===== src/rtl/lrtk_pkg.sv =====
// Shared constants and types for the longest range top-k selector.
`timescale 1ns / 1ps

package lrtk_pkg;

	localparam int TOP_COUNT   = 5;
	localparam int MAX_RANGES  = 65536;
	localparam int INDEX_CAP   = 65536;
	localparam int RANGE_LIMIT = (MAX_RANGES > INDEX_CAP) ? INDEX_CAP : MAX_RANGES;

	localparam int ADDR_W = 64;
	localparam int IDX_W  = 16;
	localparam int CNT_W  = $clog2(RANGE_LIMIT + 1);

	typedef enum logic [1:0] {
		STATUS_OK       = 2'd0,
		STATUS_INVALID  = 2'd1,
		STATUS_OVERFLOW = 2'd2
	} status_t;

	typedef enum logic {
		ST_COLLECT,
		ST_DRAIN
	} state_t;

	typedef struct packed {
		logic              valid;
		logic [ADDR_W-1:0] start;
		logic [ADDR_W-1:0] stop;
		logic [ADDR_W-1:0] len;
		logic [IDX_W-1:0]  idx;
	} entry_t;

	typedef struct packed {
		logic ins_en;
		logic shift_en;
		logic clear;
	} cell_ctrl_t;

endpackage


===== src/rtl/lrtk_cell.sv =====
// One rank slot of the sorted chain: insert, shift down on insert, shift up on drain.
`timescale 1ns / 1ps

module lrtk_cell (
	input  logic                clk,
	input  logic                arst_n,
	input  lrtk_pkg::cell_ctrl_t ctrl,
	input  lrtk_pkg::entry_t    new_ent,
	input  lrtk_pkg::entry_t    prev_ent,
	input  logic                prev_ins,
	input  lrtk_pkg::entry_t    next_ent,
	output lrtk_pkg::entry_t    ent,
	output logic                ins
);

	logic                        valid_q;
	logic [lrtk_pkg::ADDR_W-1:0] start_q;
	logic [lrtk_pkg::ADDR_W-1:0] stop_q;
	logic [lrtk_pkg::ADDR_W-1:0] len_q;
	logic [lrtk_pkg::IDX_W-1:0]  idx_q;
	lrtk_pkg::entry_t            load_ent;

	// A new range goes after every kept range of equal or greater length.
	assign ins = !valid_q || (len_q < new_ent.len);

	always_comb begin
		if (ctrl.ins_en && ins) begin
			load_ent = prev_ins ? prev_ent : new_ent;
		end else begin
			load_ent = next_ent;
		end
	end

	always_ff @(posedge clk or negedge arst_n) begin
		if (!arst_n) begin
			valid_q <= 1'b0;
		end else if (ctrl.clear) begin
			valid_q <= 1'b0;
		end else if ((ctrl.ins_en && ins) || ctrl.shift_en) begin
			valid_q <= load_ent.valid;
		end
	end

	always_ff @(posedge clk) begin
		if ((ctrl.ins_en && ins) || ctrl.shift_en) begin
			start_q <= load_ent.start;
			stop_q  <= load_ent.stop;
			len_q   <= load_ent.len;
			idx_q   <= load_ent.idx;
		end
	end

	assign ent = '{valid: valid_q, start: start_q, stop: stop_q, len: len_q, idx: idx_q};

endmodule


===== src/rtl/longest_range_top_k_select_top.sv =====
// Top level of the longest range top-k selector: counter, flags, cell chain, result drain.
`timescale 1ns / 1ps

// Ranges enter one per cycle and are sorted on arrival into a chain of five rank
// cells: each cell compares its kept length against the new length and either
// holds, takes the new range, or takes its upper neighbor's range, all in the
// accept cycle. A range that is not the last of its list produces no result and
// the next range is accepted in the following cycle. On the last range the
// input stalls while results drain from the head cell, one per cycle when the
// output is not stalled: up to five ranked results, or a single error result if
// any range had its end before its start or the list held more than 65536
// ranges. The input is taken again in the cycle after the final result leaves.
module longest_range_top_k_select_top (
	input  logic                        clk,
	input  logic                        arst_n,
	input  logic                        in_valid,
	output logic                        in_stall,
	input  logic [lrtk_pkg::ADDR_W-1:0] range_start,
	input  logic [lrtk_pkg::ADDR_W-1:0] range_end,
	input  logic                        last_range,
	output logic                        out_valid,
	input  logic                        out_stall,
	output logic [lrtk_pkg::ADDR_W-1:0] ranked_start,
	output logic [lrtk_pkg::ADDR_W-1:0] ranked_end,
	output logic [lrtk_pkg::IDX_W-1:0]  arrival_index,
	output logic [1:0]                  status,
	output logic                        last_result
);

	lrtk_pkg::state_t            state_q;
	lrtk_pkg::state_t            state_nxt;
	logic [lrtk_pkg::CNT_W-1:0]  range_cnt_q;
	logic                        invalid_q;
	logic                        overflow_q;
	lrtk_pkg::status_t           err_status_q;

	logic                        in_acc;
	logic                        out_acc;
	logic                        at_limit;
	logic                        bad_range;
	logic                        err_now;
	logic                        drain_err;
	lrtk_pkg::entry_t            new_ent;
	lrtk_pkg::cell_ctrl_t        ctrl;

	lrtk_pkg::entry_t            ent     [lrtk_pkg::TOP_COUNT];
	lrtk_pkg::entry_t            prev_ent[lrtk_pkg::TOP_COUNT];
	lrtk_pkg::entry_t            next_ent[lrtk_pkg::TOP_COUNT];
	logic [lrtk_pkg::TOP_COUNT-1:0] ins;
	logic [lrtk_pkg::TOP_COUNT-1:0] prev_ins;
	logic [lrtk_pkg::TOP_COUNT-1:0] valid_vec;

	assign in_stall = (state_q == lrtk_pkg::ST_DRAIN);
	assign in_acc   = in_valid && !in_stall;
	assign out_acc  = out_valid && !out_stall;

	assign at_limit  = (range_cnt_q >= lrtk_pkg::CNT_W'(lrtk_pkg::RANGE_LIMIT));
	assign bad_range = (range_end < range_start);
	assign err_now   = invalid_q || overflow_q || at_limit || bad_range;
	assign drain_err = (err_status_q != lrtk_pkg::STATUS_OK);

	assign new_ent = '{
		valid: 1'b1,
		start: range_start,
		stop:  range_end,
		len:   range_end - range_start,
		idx:   range_cnt_q[lrtk_pkg::IDX_W-1:0]
	};

	assign ctrl.ins_en   = in_acc && !at_limit && !bad_range;
	assign ctrl.shift_en = out_acc && !drain_err;
	assign ctrl.clear    = out_acc && drain_err;

	for (genvar i = 0; i < lrtk_pkg::TOP_COUNT; i++) begin : g_chain
		if (i == 0) begin : g_head
			assign prev_ent[i] = '0;
			assign prev_ins[i] = 1'b0;
		end else begin : g_body
			assign prev_ent[i] = ent[i-1];
			assign prev_ins[i] = ins[i-1];
		end
		if (i == lrtk_pkg::TOP_COUNT - 1) begin : g_tail
			assign next_ent[i] = '0;
		end else begin : g_mid
			assign next_ent[i] = ent[i+1];
		end
		assign valid_vec[i] = ent[i].valid;

		lrtk_cell u_cell (
			.clk      (clk),
			.arst_n   (arst_n),
			.ctrl     (ctrl),
			.new_ent  (new_ent),
			.prev_ent (prev_ent[i]),
			.prev_ins (prev_ins[i]),
			.next_ent (next_ent[i]),
			.ent      (ent[i]),
			.ins      (ins[i])
		);
	end

	always_ff @(posedge clk or negedge arst_n) begin
		if (!arst_n) begin
			state_q      <= lrtk_pkg::ST_COLLECT;
			range_cnt_q  <= '0;
			invalid_q    <= 1'b0;
			overflow_q   <= 1'b0;
			err_status_q <= lrtk_pkg::STATUS_OK;
		end else begin
			state_q <= state_nxt;
			if (in_acc) begin
				if (last_range) begin
					// list done: latch the verdict, restart the count
					range_cnt_q <= '0;
					invalid_q   <= 1'b0;
					overflow_q  <= 1'b0;
					if (!err_now) begin
						err_status_q <= lrtk_pkg::STATUS_OK;
					end else if (invalid_q || (!at_limit && bad_range)) begin
						err_status_q <= lrtk_pkg::STATUS_INVALID;
					end else begin
						err_status_q <= lrtk_pkg::STATUS_OVERFLOW;
					end
				end else if (at_limit) begin
					overflow_q <= 1'b1;
				end else begin
					range_cnt_q <= range_cnt_q + 1'b1;
					if (bad_range) begin
						invalid_q <= 1'b1;
					end
				end
			end
		end
	end

	always_comb begin
		state_nxt = state_q;
		case (state_q)
			lrtk_pkg::ST_COLLECT: begin
				if (in_acc && last_range) begin
					state_nxt = lrtk_pkg::ST_DRAIN;
				end
			end
			lrtk_pkg::ST_DRAIN: begin
				if (!drain_err && !ent[0].valid) begin
					state_nxt = lrtk_pkg::ST_COLLECT;
				end else if (out_acc && (drain_err || !next_ent[0].valid)) begin
					state_nxt = lrtk_pkg::ST_COLLECT;
				end
			end
			default: begin
				state_nxt = lrtk_pkg::ST_COLLECT;
			end
		endcase
	end

	assign out_valid     = (state_q == lrtk_pkg::ST_DRAIN) && (drain_err || ent[0].valid);
	assign ranked_start  = drain_err ? '0 : ent[0].start;
	assign ranked_end    = drain_err ? '0 : ent[0].stop;
	assign arrival_index = drain_err ? '0 : ent[0].idx;
	assign status        = err_status_q;
	assign last_result   = drain_err || !next_ent[0].valid;

	logic [lrtk_pkg::TOP_COUNT-1:0] order_ok;

	always_comb begin
		order_ok = '1;
		for (int i = 0; i < lrtk_pkg::TOP_COUNT - 1; i++) begin
			order_ok[i] = !ent[i+1].valid || (ent[i].len >= ent[i+1].len);
		end
	end

`ifndef ASSERT_OFF
	a_valid_packed: assert property (@(posedge clk) disable iff (!arst_n)
		$onehot({1'b0, valid_vec} + 1'b1))
		else $error("kept ranges are not packed from the head cell");

	a_sorted: assert property (@(posedge clk) disable iff (!arst_n)
		&order_ok)
		else $error("kept ranges are not in descending length order");

	a_last_starts_drain: assert property (@(posedge clk) disable iff (!arst_n)
		(in_valid && !in_stall && last_range) |=> out_valid)
		else $error("no result after the last range of a list");

	a_final_ends_run: assert property (@(posedge clk) disable iff (!arst_n)
		(out_valid && !out_stall && last_result) |=> (!out_valid && !in_stall))
		else $error("results continue after the final result");
`endif

endmodule

===== config.mk =====
export PLATFORM = sky130hd
export DESIGN_NAME = longest_range_top_k_select_top
export DESIGN_NICKNAME = d
export VERILOG_FILES = /design/src/rtl/lrtk_pkg.sv /design/src/rtl/lrtk_cell.sv /design/src/rtl/longest_range_top_k_select_top.sv
export SDC_FILE = /design/constraint.sdc
export NUM_CORES = 2
export LEC_CHECK = 0
export ABC_AREA = 1
export BUFFER_PORTS_ARGS = -buffer_cell sky130_fd_sc_hd__buf_2
export CAP_MARGIN = 10
export CORE_MARGIN = 2
export CORE_UTILIZATION = 40
export DETAILED_ROUTE_END_ITERATION = 8
export PLACE_DENSITY = 0.62
export REMOVE_ABC_BUFFERS = 1
export SLEW_MARGIN = 20
export SYNTH_ARGS = -nofsm -noshare
export SYNTH_HDL_FRONTEND = slang
export SYNTH_HIERARCHICAL = 1
export SYNTH_SLANG_ARGS = --single-unit

===== constraint.sdc =====
create_clock -name clk -period 8.8 [get_ports clk]
set_input_delay 0.44 -clock clk [delete_from_list [all_inputs] [get_ports clk]]
set_output_delay 0.44 -clock clk [all_outputs]
set_load 0.02 [all_outputs]

==> results.sh <==
export IMPL_grt_pass1_wl_mm=369
export IMPL_fmax_mhz=151
export IMPL_core_area_mm2=0.180
export IMPL_synth_area_leaders="edfxtp_1, nand2_1, mux2_2"
export IMPL_fin_crit_ps=6620
export IMPL_die_width_um=430
export IMPL_yosysSeqAreaShare=0.440
export IMPL_worst_pin_slew_ps=1090
export IMPL_cts_tree="yes"
export IMPL_ys_ff_latch=1067
export IMPL_synthCells=8800
export IMPL_hpwl_mm=159
export IMPL_reg2reg_from="g_chain[3].u_cell/len_q[13]"
export IMPL_via_count=61721
export IMPL_final_hold_viol_count=0
export IMPL_grt_max_degree=263
export IMPL_clk_latency_ps=800
export IMPL_place_gp_congestion=0.948
export IMPL_cts_made_buffers=131
export IMPL_syn_to_final_growth_pct=12.6
export IMPL_critPathKind="primary input to flop"
export IMPL_cp_start_kind="primary input"
export IMPL_slew_viol_final=0
export IMPL_drc=0
export IMPL_clk_pin_slew_worst_paths_ps=60
export IMPL_ant_nets=0
export IMPL_pre_cts_ws_ps=1540
export IMPL_syn_area_mm2=0.0724
export IMPL_hp_class="primary input to flop"
export IMPL_ys_warn_count=6
export IMPL_end_kind="flop"
export IMPL_wl_per_cell_um=20.8
export IMPL_r2r_slack_ps=4230
export IMPL_synth_common_cells="nand2_1, edfxtp_1, inv_1"
export IMPL_clk_path_buf_depth=3
export IMPL_die_area_mm2=0.185
export IMPL_power_density_mw_per_mm2=252
export IMPL_wl_mm=246
export IMPL_hold_ws_ps=116
export IMPL_grt_util_all_layers=0.260
export IMPL_rr_endpoint="g_chain[3].u_cell/start_q[16]"
export IMPL_grt_pass1_vias=59788
export IMPL_cp_endpoint="g_chain[4].u_cell/stop_q[54]"
export IMPL_vias_per_cell=5.22
export IMPL_cp_common_cell="nand2_1"
export IMPL_die_y_um=430
export IMPL_antenna_found_initial=30
export IMPL_slowest_stage="xor2_1"
export IMPL_io_pin_count=282
export IMPL_avgSynthCellArea_um2=8.23
export IMPL_slew_headroom=0.264
export IMPL_async_reset_ff_frac=0.0253
export IMPL_final_min_period_over_clock_period=0.752
export IMPL_drt_iter0_markers=5850
export IMPL_cts_sinks=1067
export IMPL_critPathRequiredTime_ps=9450
export IMPL_overflow=0
export IMPL_reg2reg_depth=13
export IMPL_max_stage_delay_ps=780
export IMPL_std_cell_rows=156
export IMPL_cts_htree_levels=4
export IMPL_final_nets=9835
export IMPL_fill_cells=17853
export IMPL_ir_drop_v=0.000217
export IMPL_io_buffers=281
export IMPL_leakagePower_nw=38.5
export IMPL_initial_utilization=0.402
export IMPL_setup_violations_final=0
export IMPL_synth_main_ff_cell="edfxtp_1"
export IMPL_yosysTopAreaCell="edfxtp_1"
export IMPL_setup_tns_ps=0
export IMPL_drive_above_1_share=0.142
export IMPL_rsz0062_at_grt="no"
export IMPL_cap_viol_max_count=0
export IMPL_arrival_ps=7270
export IMPL_clock_skew_ps=35.9
export IMPL_root_buffer="clkbuf_16"
export IMPL_drtPass1Iterations=8
export IMPL_synth_top_cell_area_share=0.431
export IMPL_path_max_fanout=105
export IMPL_fin_util=0.452
export IMPL_synth_edf_count=1040
export IMPL_setup_ws_ps=2180
export IMPL_synth_distinct_cells=52
export IMPL_yosys_cell_count_top_type="nand2_1"
export IMPL_crit_start="range_end[0]"
export IMPL_status="complete, no violations"
-- sequential cells by signal, indices dropped and copies added (netlist names) --
name,count
g_chain.u_cell/idx_q,80
g_chain.u_cell/valid_q,5
g_chain.u_cell/stop_q,320
status,2
g_chain.u_cell/start_q,320
invalid_q,1
in_stall,1
range_cnt_q,17
g_chain.u_cell/len_q,320
overflow_q,1
-- layer usage --
layer	GRT usage	up-vias	part of all wire	wire length, µm
li1	-	29307	-	-
met5	0	-	0.00026	63
met4	0.0984	10	0.037	9110
met3	0.0370	422	0.072	17800
met2	0.429	2341	0.46	114000
met1	0.346	29641	0.43	105000
-- repair_timing --
| action | in CTS | in global routing |
|---|---|---|
| setup endpoints to repair | 0 | 0 |
| setup buffers | 0 | 0 |
| resized for setup | 0 | 0 |
| endpoints found under the hold margin | 32 | 0 |
| hold buffers | 4 | 0 |
-- worst min path at each step --
stage | startpoint | end | slack [ps] | cells after the start
finish | range_start[46] | g_chain[0].u_cell/start_q[46] | 120 | 4
global route | range_start[48] | g_chain[2].u_cell/start_q[48] | 120 | 4
CTS | range_start[46] | g_chain[0].u_cell/start_q[46] | 40 | 4
detailed placement | status[1] | status[1] | 490 | 2
global placement | status[1] | status[1] | 490 | 2
floorplan | arst_n | g_chain[0].u_cell/valid_q | 140 | 0
-- stage by stage --
step	std cells	instance area, µm²	total power (W)
after floorplan	8826	71700	0.0128
after global placement	11553	77200	0.0148
after detailed placement	11553	77200	0.0150
after CTS	11797	81500	0.0205
after global routing	11816	81600	0.0216
final	11817	81600	0.0205
-- cell usage in the layout (no fill, tap or decap), types with 12 or more instances in the layout --
cell,n
clkinv_2,26
a21oi_1,252
clkbuf_1,33
edfxtp_1,1040
nor3_1,35
inv_1,786
buf_4,42
diode_2,20
xor2_1,35
o21ai_0,399
clkinv_1,18
clkbuf_16,132
nor2_1,394
dfrtp_1,27
nor4_1,12
o211ai_1,12
nand2_1,4038
conb_1,425
buf_2,281
buf_12,34
mux2_2,730
o21bai_1,15
nand3_1,90
ha_1,381
nand4_1,38
-- area by class of cell --
class                           instances  area, µm²  area share
Multi-Input combinational cell       6962      36900       0.453
Sequential cell                      1067      31900       0.391
Clock buffer                          165       3430      0.0420
Inverter                              797       3030      0.0372
Tap cell                             2370       2970      0.0364
Timing Repair Buffer                  361       2440      0.0299
Clock inverter                         75        808     0.00991
Antenna cell                           20       50.0    0.000614
-- cell families after synthesis --
| kind of cell | share of synthesized area |
|---|---|
| adders and majority gates | 0.0661 |
| xor gates and xnor gates | 0.00496 |
| buffers and inverters | 0.0738 |
| AOI/OAI and AO/OA | 0.0525 |
| and+or+nand+nor | 0.249 |
| DFF | 0.440 |
| other | 0.000104 |
| muxes | 0.113 |
-- report_power, final --
| part | internal [W] | switching, W |
|---|---|---|
| registers | 0.00687 | 0.000475 |
| logic | 0.00261 | 0.00508 |
| clock network | 0.00312 | 0.00237 |
-- critical path: cells and delay by family --
family                     cells  cell delay [ps]
and+or+nand+nor               19             2790
buffers and inverters          6             1540
xor gates and xnor gates       1              780
AOI/OAI and AO/OA              1              150
adders and majority gates      3             1030
(Power assumes the default switching activity.)
